===== config.mk =====
export PLATFORM = sky130hd
export DESIGN_NAME = life_grid_generation_engine
export DESIGN_NICKNAME = d
export VERILOG_FILES = /design/src/rtl/core/lgge_pkg.sv /design/src/rtl/core/lgge_ram.sv /design/src/rtl/core/lgge_ctrl.sv /design/src/rtl/core/lgge_dp.sv /design/src/rtl/core/life_grid_generation_engine.sv
export SDC_FILE = /design/constraint.sdc
export NUM_CORES = 1
export LEC_CHECK = 0
export BUFFER_PORTS_ARGS = -buffer_cell sky130_fd_sc_hd__buf_2
export CAP_MARGIN = 20
export CELL_PAD_IN_SITES_DETAIL_PLACEMENT = 2
export CELL_PAD_IN_SITES_GLOBAL_PLACEMENT = 2
export CORE_ASPECT_RATIO = 1.75
export CORE_MARGIN = 3
export CORE_UTILIZATION = 47
export DETAILED_ROUTE_END_ITERATION = 6
export GPL_TIMING_DRIVEN = 0
export PLACE_DENSITY = 0.89
export SYNTH_ARGS = -nofsm -noshare
export SYNTH_HDL_FRONTEND = slang
export SYNTH_HIERARCHICAL = 1
export SYNTH_SLANG_ARGS = --single-unit

===== constraint.sdc =====
create_clock -name clk -period 5.7 [get_ports clk]
set_clock_uncertainty 0.2 [all_clocks]
set_input_delay 1.14 -clock clk [delete_from_list [all_inputs] [get_ports clk]]
set_output_delay 1.14 -clock clk [all_outputs]
set_load 0.02 [all_outputs]

===== src/rtl/core/lgge_pkg.sv =====
// Shared constants, types and helpers of the life grid generation engine.
package lgge_pkg;

	localparam int GRID_H = 16;
	localparam int GRID_W = 16;
	localparam int ROW_W  = $clog2(GRID_H);
	localparam int STEP_W = $clog2(GRID_H + 3);

	localparam logic [1:0] OP_CLEAR   = 2'd0;
	localparam logic [1:0] OP_WRITE   = 2'd1;
	localparam logic [1:0] OP_READ    = 2'd2;
	localparam logic [1:0] OP_ADVANCE = 2'd3;

	typedef enum logic [2:0] {
		ST_IDLE,
		ST_CLEAR,
		ST_WR_RD,
		ST_WR_WB,
		ST_RD_RD,
		ST_RD_OUT,
		ST_GEN
	} state_t;

	typedef struct packed {
		logic             capture;
		logic             rd_en;
		logic             wr_en;
		logic             rd_gen;
		logic             wr_gen;
		logic [ROW_W-1:0] gen_rd_addr;
		logic [ROW_W-1:0] gen_wr_addr;
		logic             valid_clear;
		logic             win_clear;
		logic             shift_en;
		logic             shift_zero;
		logic             load_out;
		logic             out_is_read;
	} cmd_t;

	function automatic logic [ROW_W-1:0] to_row(input logic [3:0] r);
		logic [ROW_W+3:0] t;
		t = {{ROW_W{1'b0}}, r};
		return t[ROW_W-1:0];
	endfunction

endpackage


===== src/rtl/core/lgge_ram.sv =====
// Generic single-write, single-read RAM with registered read data.
module lgge_ram #(
	parameter int WIDTH = 16,
	parameter int DEPTH = 16
) (
	input  logic                     clk,
	input  logic                     we,
	input  logic [$clog2(DEPTH)-1:0] waddr,
	input  logic [WIDTH-1:0]         wdata,
	input  logic                     re,
	input  logic [$clog2(DEPTH)-1:0] raddr,
	output logic [WIDTH-1:0]         rdata
);

	logic [WIDTH-1:0] mem [DEPTH];

	always_ff @(posedge clk) begin
		if (we) begin
			mem[waddr] <= wdata;
		end
		if (re) begin
			rdata <= mem[raddr];
		end
	end

endmodule


===== src/rtl/core/lgge_ctrl.sv =====
// Controller state machine that sequences cell operations and generation sweeps.
module lgge_ctrl (
	input  logic          clk,
	input  logic          arst_n,
	input  logic          in_valid,
	input  logic [1:0]    op,
	input  logic          out_stall,
	output logic          in_stall,
	output logic          out_valid,
	output lgge_pkg::cmd_t cmd
);

	localparam logic [lgge_pkg::STEP_W-1:0] STEP_LAST  =
		lgge_pkg::STEP_W'(lgge_pkg::GRID_H + 2);
	localparam logic [lgge_pkg::STEP_W-1:0] STEP_ZERO_IN =
		lgge_pkg::STEP_W'(lgge_pkg::GRID_H + 1);
	localparam logic [lgge_pkg::STEP_W-1:0] STEP_RD_END =
		lgge_pkg::STEP_W'(lgge_pkg::GRID_H);
	localparam logic [lgge_pkg::STEP_W-1:0] STEP_WR_BEGIN = lgge_pkg::STEP_W'(3);
	localparam logic [lgge_pkg::STEP_W-1:0] STEP_ONE = lgge_pkg::STEP_W'(1);

	lgge_pkg::state_t            state_q, state_d;
	logic [lgge_pkg::STEP_W-1:0] step_q;
	logic [lgge_pkg::STEP_W-1:0] wr_step;
	logic                        out_valid_q;
	logic                        accept;
	logic                        out_free;

	assign in_stall  = (state_q != lgge_pkg::ST_IDLE);
	assign accept    = in_valid && !in_stall;
	assign out_free  = !out_valid_q || !out_stall;
	assign out_valid = out_valid_q;
	assign wr_step   = step_q - STEP_WR_BEGIN;

	always_comb begin
		state_d = state_q;
		case (state_q)
			lgge_pkg::ST_IDLE: begin
				if (accept) begin
					case (op)
						lgge_pkg::OP_CLEAR: state_d = lgge_pkg::ST_CLEAR;
						lgge_pkg::OP_WRITE: state_d = lgge_pkg::ST_WR_RD;
						lgge_pkg::OP_READ:  state_d = lgge_pkg::ST_RD_RD;
						default:            state_d = lgge_pkg::ST_GEN;
					endcase
				end
			end
			lgge_pkg::ST_CLEAR:  if (out_free) state_d = lgge_pkg::ST_IDLE;
			lgge_pkg::ST_WR_RD:  state_d = lgge_pkg::ST_WR_WB;
			lgge_pkg::ST_WR_WB:  if (out_free) state_d = lgge_pkg::ST_IDLE;
			lgge_pkg::ST_RD_RD:  state_d = lgge_pkg::ST_RD_OUT;
			lgge_pkg::ST_RD_OUT: if (out_free) state_d = lgge_pkg::ST_IDLE;
			lgge_pkg::ST_GEN: begin
				if (step_q == STEP_LAST && out_free) begin
					state_d = lgge_pkg::ST_IDLE;
				end
			end
			default: state_d = lgge_pkg::ST_IDLE;
		endcase
	end

	always_comb begin
		cmd             = '0;
		cmd.capture     = accept;
		cmd.gen_rd_addr = step_q[lgge_pkg::ROW_W-1:0];
		cmd.gen_wr_addr = wr_step[lgge_pkg::ROW_W-1:0];
		case (state_q)
			lgge_pkg::ST_CLEAR: begin
				cmd.valid_clear = out_free;
				cmd.load_out    = out_free;
			end
			lgge_pkg::ST_WR_RD: cmd.rd_en = 1'b1;
			lgge_pkg::ST_WR_WB: begin
				cmd.wr_en    = out_free;
				cmd.load_out = out_free;
			end
			lgge_pkg::ST_RD_RD: cmd.rd_en = 1'b1;
			lgge_pkg::ST_RD_OUT: begin
				cmd.load_out    = out_free;
				cmd.out_is_read = 1'b1;
			end
			lgge_pkg::ST_GEN: begin
				cmd.rd_gen     = 1'b1;
				cmd.wr_gen     = 1'b1;
				cmd.rd_en      = (step_q < STEP_RD_END);
				cmd.win_clear  = (step_q == '0);
				cmd.shift_en   = (step_q >= STEP_ONE) && (step_q <= STEP_ZERO_IN);
				cmd.shift_zero = (step_q == STEP_ZERO_IN);
				if (step_q == STEP_LAST) begin
					cmd.wr_en    = out_free;
					cmd.load_out = out_free;
				end else begin
					cmd.wr_en = (step_q >= STEP_WR_BEGIN);
				end
			end
			default: ;
		endcase
	end

	always_ff @(posedge clk or negedge arst_n) begin
		if (!arst_n) begin
			state_q     <= lgge_pkg::ST_IDLE;
			step_q      <= '0;
			out_valid_q <= 1'b0;
		end else begin
			state_q <= state_d;
			if (state_q != lgge_pkg::ST_GEN) begin
				step_q <= '0;
			end else if (step_q != STEP_LAST) begin
				step_q <= step_q + STEP_ONE;
			end
			if (cmd.load_out) begin
				out_valid_q <= 1'b1;
			end else if (!out_stall) begin
				out_valid_q <= 1'b0;
			end
		end
	end

endmodule


===== src/rtl/core/lgge_dp.sv =====
// Datapath: grid RAM, row valid bits, three-row window, rule logic and result register.
module lgge_dp (
	input  logic                 clk,
	input  logic                 arst_n,
	input  lgge_pkg::cmd_t       cmd,
	input  logic [1:0]           op,
	input  logic [3:0]           cell_row,
	input  logic [3:0]           cell_col,
	input  logic                 cell_in,
	output logic                 cell_out,
	output logic [1:0]           op_done
);

	localparam int W = lgge_pkg::GRID_W;

	logic [1:0]                op_q;
	logic [3:0]                row_q;
	logic [3:0]                col_q;
	logic                      val_q;
	logic                      in_grid;
	logic [lgge_pkg::GRID_H-1:0] valid_q;
	logic                      rd_valid_s1;
	logic [lgge_pkg::ROW_W-1:0] rd_addr;
	logic [lgge_pkg::ROW_W-1:0] wr_addr;
	logic [W-1:0]              wr_data;
	logic                      wr_en;
	logic [W-1:0]              rdata;
	logic [W-1:0]              row_data;
	logic [W-1:0]              cell_row_new;
	logic                      bit_sel;
	logic [W-1:0]              win_prev_q;
	logic [W-1:0]              win_cur_q;
	logic [W-1:0]              win_next_q;
	logic [W-1:0]              gen_row;
	logic                      cell_out_q;
	logic [1:0]                op_done_q;

	assign in_grid = (int'(row_q) < lgge_pkg::GRID_H) && (int'(col_q) < W);
	assign rd_addr = cmd.rd_gen ? cmd.gen_rd_addr : lgge_pkg::to_row(row_q);
	assign wr_addr = cmd.wr_gen ? cmd.gen_wr_addr : lgge_pkg::to_row(row_q);
	assign wr_data = cmd.wr_gen ? gen_row : cell_row_new;
	assign wr_en   = cmd.wr_en && (cmd.wr_gen || in_grid);
	// A row that was never written since reset or clear reads as all dead.
	assign row_data = rd_valid_s1 ? rdata : '0;

	lgge_ram #(
		.WIDTH(W),
		.DEPTH(lgge_pkg::GRID_H)
	) u_grid (
		.clk  (clk),
		.we   (wr_en),
		.waddr(wr_addr),
		.wdata(wr_data),
		.re   (cmd.rd_en),
		.raddr(rd_addr),
		.rdata(rdata)
	);

	always_comb begin
		cell_row_new = row_data;
		bit_sel      = 1'b0;
		for (int i = 0; i < W; i++) begin
			if (int'(col_q) == i) begin
				cell_row_new[i] = val_q;
				bit_sel         = row_data[i];
			end
		end
	end

	// B3/S23 on the window: prev, cur and next are the old rows above, at and below.
	always_comb begin
		logic [3:0] cnt;
		gen_row = '0;
		for (int c = 0; c < W; c++) begin
			cnt = 4'd0;
			for (int dc = -1; dc <= 1; dc++) begin
				if (c + dc >= 0 && c + dc < W) begin
					cnt = cnt + 4'(win_prev_q[c+dc]) + 4'(win_next_q[c+dc]);
					if (dc != 0) begin
						cnt = cnt + 4'(win_cur_q[c+dc]);
					end
				end
			end
			gen_row[c] = (cnt == 4'd3) || (win_cur_q[c] && cnt == 4'd2);
		end
	end

	always_ff @(posedge clk or negedge arst_n) begin
		if (!arst_n) begin
			valid_q <= '0;
		end else if (cmd.valid_clear) begin
			valid_q <= '0;
		end else if (wr_en) begin
			valid_q[wr_addr] <= 1'b1;
		end
	end

	always_ff @(posedge clk) begin
		if (cmd.capture) begin
			op_q  <= op;
			row_q <= cell_row;
			col_q <= cell_col;
			val_q <= cell_in;
		end
		if (cmd.rd_en) begin
			rd_valid_s1 <= valid_q[rd_addr];
		end
		if (cmd.win_clear) begin
			win_prev_q <= '0;
			win_cur_q  <= '0;
			win_next_q <= '0;
		end else if (cmd.shift_en) begin
			win_prev_q <= win_cur_q;
			win_cur_q  <= win_next_q;
			win_next_q <= cmd.shift_zero ? '0 : row_data;
		end
		if (cmd.load_out) begin
			cell_out_q <= cmd.out_is_read && in_grid && bit_sel;
			op_done_q  <= op_q;
		end
	end

	assign cell_out = cell_out_q;
	assign op_done  = op_done_q;

endmodule


===== src/rtl/core/life_grid_generation_engine.sv =====
// Top level of the life grid generation engine: a bounded B3/S23 cell grid.
//
// Input channel (in_valid, in_stall, op, cell_row, cell_col, cell_in) takes one
// item when in_valid is high and in_stall is low. Output channel (out_valid,
// out_stall, cell_out, op_done) presents exactly one result item per input item.
// Clear, a cell write and a cell read each end with the result in the output
// register. An advance sweeps the grid row by row through the single read port
// of the grid RAM. Only one item is worked on at a time; in_stall is high while
// it is in progress.
// The result sits in an output register. A new item is accepted while it waits;
// if out_stall is still high when the next result is ready, the block holds
// that result back and waits without losing or repeating work.
// Asynchronous reset marks every row as dead at once through per-row valid
// bits, so the block can take an item in the first cycle after reset.
module life_grid_generation_engine (
	input  logic       clk,
	input  logic       arst_n,
	input  logic       in_valid,
	output logic       in_stall,
	input  logic [1:0] op,
	input  logic [3:0] cell_row,
	input  logic [3:0] cell_col,
	input  logic       cell_in,
	output logic       out_valid,
	input  logic       out_stall,
	output logic       cell_out,
	output logic [1:0] op_done
);

	lgge_pkg::cmd_t cmd;

	lgge_ctrl u_ctrl (
		.clk      (clk),
		.arst_n   (arst_n),
		.in_valid (in_valid),
		.op       (op),
		.out_stall(out_stall),
		.in_stall (in_stall),
		.out_valid(out_valid),
		.cmd      (cmd)
	);

	lgge_dp u_dp (
		.clk     (clk),
		.arst_n  (arst_n),
		.cmd     (cmd),
		.op      (op),
		.cell_row(cell_row),
		.cell_col(cell_col),
		.cell_in (cell_in),
		.cell_out(cell_out),
		.op_done (op_done)
	);

endmodule


==> flow_summary.json <==
{
  "track_usage_pct": 29.6,
  "dr_total_vias": 10900,
  "drt_iter0_drc": 934,
  "end_kind": "register",
  "powerDensity_nw_per_um2": 467,
  "postCtsHoldBufs": 0,
  "die_y_um": 259,
  "vdd_drop_max_mv": 0.354,
  "grt_max_degree": 26,
  "initial_utilization_pct": 47.6,
  "die_w_um": 151,
  "cp_common_cell": "fa_1",
  "n_antenna_cell": 0,
  "cts_made_buffers": 36,
  "area_delta_synth_final_pct": 12.9,
  "grt_antenna_before_repair": 0,
  "clockRootBuffer": "clkbuf_16",
  "worstPathArrival_ns": 4.97,
  "grt-ovfl-total": 0,
  "viasPerCell": 6.12,
  "cp_cell_sequence": "fa_1 > inv_1 > fa_1 > fa_1 > inv_1 > ha_1 > inv_1 > fa_1 > a2111oi_0 > a21oi_1 > or3_1 > a21oi_2",
  "ys_seq_area_share_pct": 59.3,
  "clk_path_buf_depth": 3,
  "cts_tree": "built",
  "ys_seq_elements": 360,
  "dp.cells": 1719,
  "grt_pass1_vias": 12700,
  "cpLargestDelayFamily": "adder cells",
  "max_freq_mhz": 202,
  "path_max_fanout": 16,
  "async_flop_share_pct": 6.94,
  "postCtsSetupRepairBufs": 0,
  "rsz0062_at_grt": "false",
  "drv_slew": 0,
  "ys_warn_count": 6,
  "status": "complete, no violations",
  "slew_headroom_pct": 28.0,
  "wl_per_cell_um": 31.4,
  "synth_cell_types": 56,
  "hp-class": "reg2reg",
  "gp_congestion": 0.826,
  "portBuffers": 19,
  "crit_buf_inv": 3,
  "max_slew.worst_pin.slew_ns": 1.07,
  "syn_area_per_cell_um2": 14.3,
  "fin_cells": 1786,
  "final_antenna_net_count": 0,
  "clk_latency_ns": 0.55,
  "clkSinkCount": 360,
  "clkTransAtPathRegs_ns": 0.07,
  "grt_pass1_wl_um": 84800,
  "n_fill_cell": 3284,
  "maxCapViolations": 0,
  "synth_area_um2": 17200,
  "dp_hpwl_um": 37900,
  "synthCells": 1206,
  "critPathLaunchType": "register",
  "firstDrtPassIters": 5,
  "critPathKind": "reg2reg",
  "cts-resized-gates": 0,
  "leakagePower_nw": 7.25,
  "worst_path_max_delay_cell": "a21oi_2",
  "critPathMaxStageDelay_ns": 0.68,
  "core_area_um2": 36100,
  "routed_wl_um": 56000,
  "post-route-period-util_pct": 87.0,
  "layout.nets": 1412,
  "syn-num-nets": 1329,
  "htree_levels": 2,
  "fin_setup_tns_ns": 0,
  "worstPathRequired_ns": 5.71,
  "hold_violations": 0,
  "setup-violations-final": 0,
  "layout-drive-gt1-share_pct": 15.9,
  "rows": 92,
  "synth-edff-count": 287,
  "drcViolationCount": 0,
  "die_area_um2": 39100,
  "period_needed_ns": 4.96,
  "io_pins": 20,
  "synth-main-ff-cell": "edfxtp_1"
}
-- kinds of logic (layout without fill, tap and decap cells) --
group                    Yosys count  after routing  share of synthesized area, %
flip-flops                       360            360                          59.3
adder cells (fa/ha/maj)          108            108                          10.5
multiplexers                     127            127                          12.4
buffers and inverters            197            307                          4.78
XOR/XNOR                           5              5                         0.254
AND/OR/NAND/NOR                  249            249                          6.55
AO/OA/AOI/OAI                    160            160                          6.26
-- synthesized netlist by cell type, types with 28 or more instances --
cell type  count  area, µm²
dfxtp_1       48        961
nor2_1       120        450
edfxtp_1     287       8620
nand2_1       59        221
mux4_2        55       1240
clkbuf_1      28        105
a21oi_1       46        230
ha_1          48        601
mux2i_1       56        561
a22oi_1       34        255
inv_1        136        510
fa_1          60       1200
-- registers in the layout, indices dropped and copies added, names as in the netlist --
name / flops
u_dp/op_done: 2
u_dp/win_next_q: 16
u_dp/col_q: 4
u_dp/val_q: 1
u_dp/row_q: 4
u_dp/cell_out: 1
u_dp/win_cur_q: 16
u_dp/u_grid/rdata: 16
u_ctrl/out_valid: 1
u_dp/valid_q: 16
u_ctrl/step_q: 5
u_dp/rd_valid_s1: 1
u_dp/u_grid/mem: 256
u_dp/win_prev_q: 16
u_ctrl/state_q: 3
u_dp/op_q: 2
-- final timing paths --
check / cells past startpoint / endpoint / slack (ns) / startpoint
min in group asynchronous: 1 / u_ctrl/step_q[0] / 0.41 / arst_n
worst min register to register: 0 / u_dp/op_done[0] / 0.26 / u_dp/op_q[0]
worst max register to register: 12 / u_dp/u_grid/mem[7][6] / 0.74 / u_dp/win_prev_q[5]
max in group asynchronous: 1 / u_dp/valid_q[15] / 4.47 / arst_n
worst max-delay path: 12 / u_dp/u_grid/mem[7][6] / 0.74 / u_dp/win_prev_q[5]
worst min-delay path: 0 / u_dp/op_done[0] / 0.26 / u_dp/op_q[0]
-- through the flow --
step           power (W)  util (%)  cell area (µm²)  hold WS, ns  worst slack [ns]
2_1_floorplan    0.00539         -            17200        0.200              1.55
3_3_place_gp     0.00615      49.5            17900        0.203            0.0572
3_5_place_dp     0.00658      50.4            18200        0.228             0.513
4_1_cts          0.00912      53.6            19400        0.249             0.275
5_1_grt          0.00957      53.8            19400        0.265             0.484
6_report         0.00907      53.8            19400        0.256             0.740
-- cell type report --
| class | count | area (µm²) | share of cell area [%] |
|---|---|---|---|
| clock buffer | 47 | 1000 | 5.17 |
| multi-input combinational | 649 | 6270 | 32.2 |
| timing repair buffer | 45 | 393 | 2.02 |
| tap | 470 | 588 | 3.02 |
| buffer | 61 | 313 | 1.61 |
| sequential | 360 | 10200 | 52.5 |
| inverter | 136 | 510 | 2.63 |
| clock inverter | 18 | 161 | 0.830 |
-- power breakdown --
group	internal [W]	switching (W)	leakage (nW)
sequential	0.00330	0.000193	3.36
combinational	0.00109	0.00208	3.32
clock	0.00135	0.00105	0.569
total	0.00574	0.00333	7.25
-- placed cells by master, fill, tap and decap left out, types with 6 or more instances in the layout --
master     instances
a211oi_1           6
a21oi_1           43
a22oi_1           34
a2bb2oi_1         15
a31oi_1           16
and3_1             8
buf_1             10
buf_2             29
buf_4             21
buf_6              6
buf_8             11
clkbuf_1          35
clkbuf_16         38
clkinv_1           6
dfrtp_1           25
dfxtp_1           48
edfxtp_1         287
fa_1              60
ha_1              48
inv_1            136
mux2i_1           56
mux4_1            10
mux4_2            55
nand2_1           59
nor2_1           108
nor2_2            12
nor2b_1           15
nor3_1            12
o21ai_0           10
-- metal layers --
metal  share of wire (%)  routed length (µm)  GRT usage, %  up-vias
met5                   0                   0             0        -
met2                  55               30700          54.9      362
li1                    -                   -             -     4561
met1                  36               19900          32.9     5830
met4                 5.8                3270          14.8        0
met3                 3.8                2110          3.72      175
(Power assumes the default switching activity.)
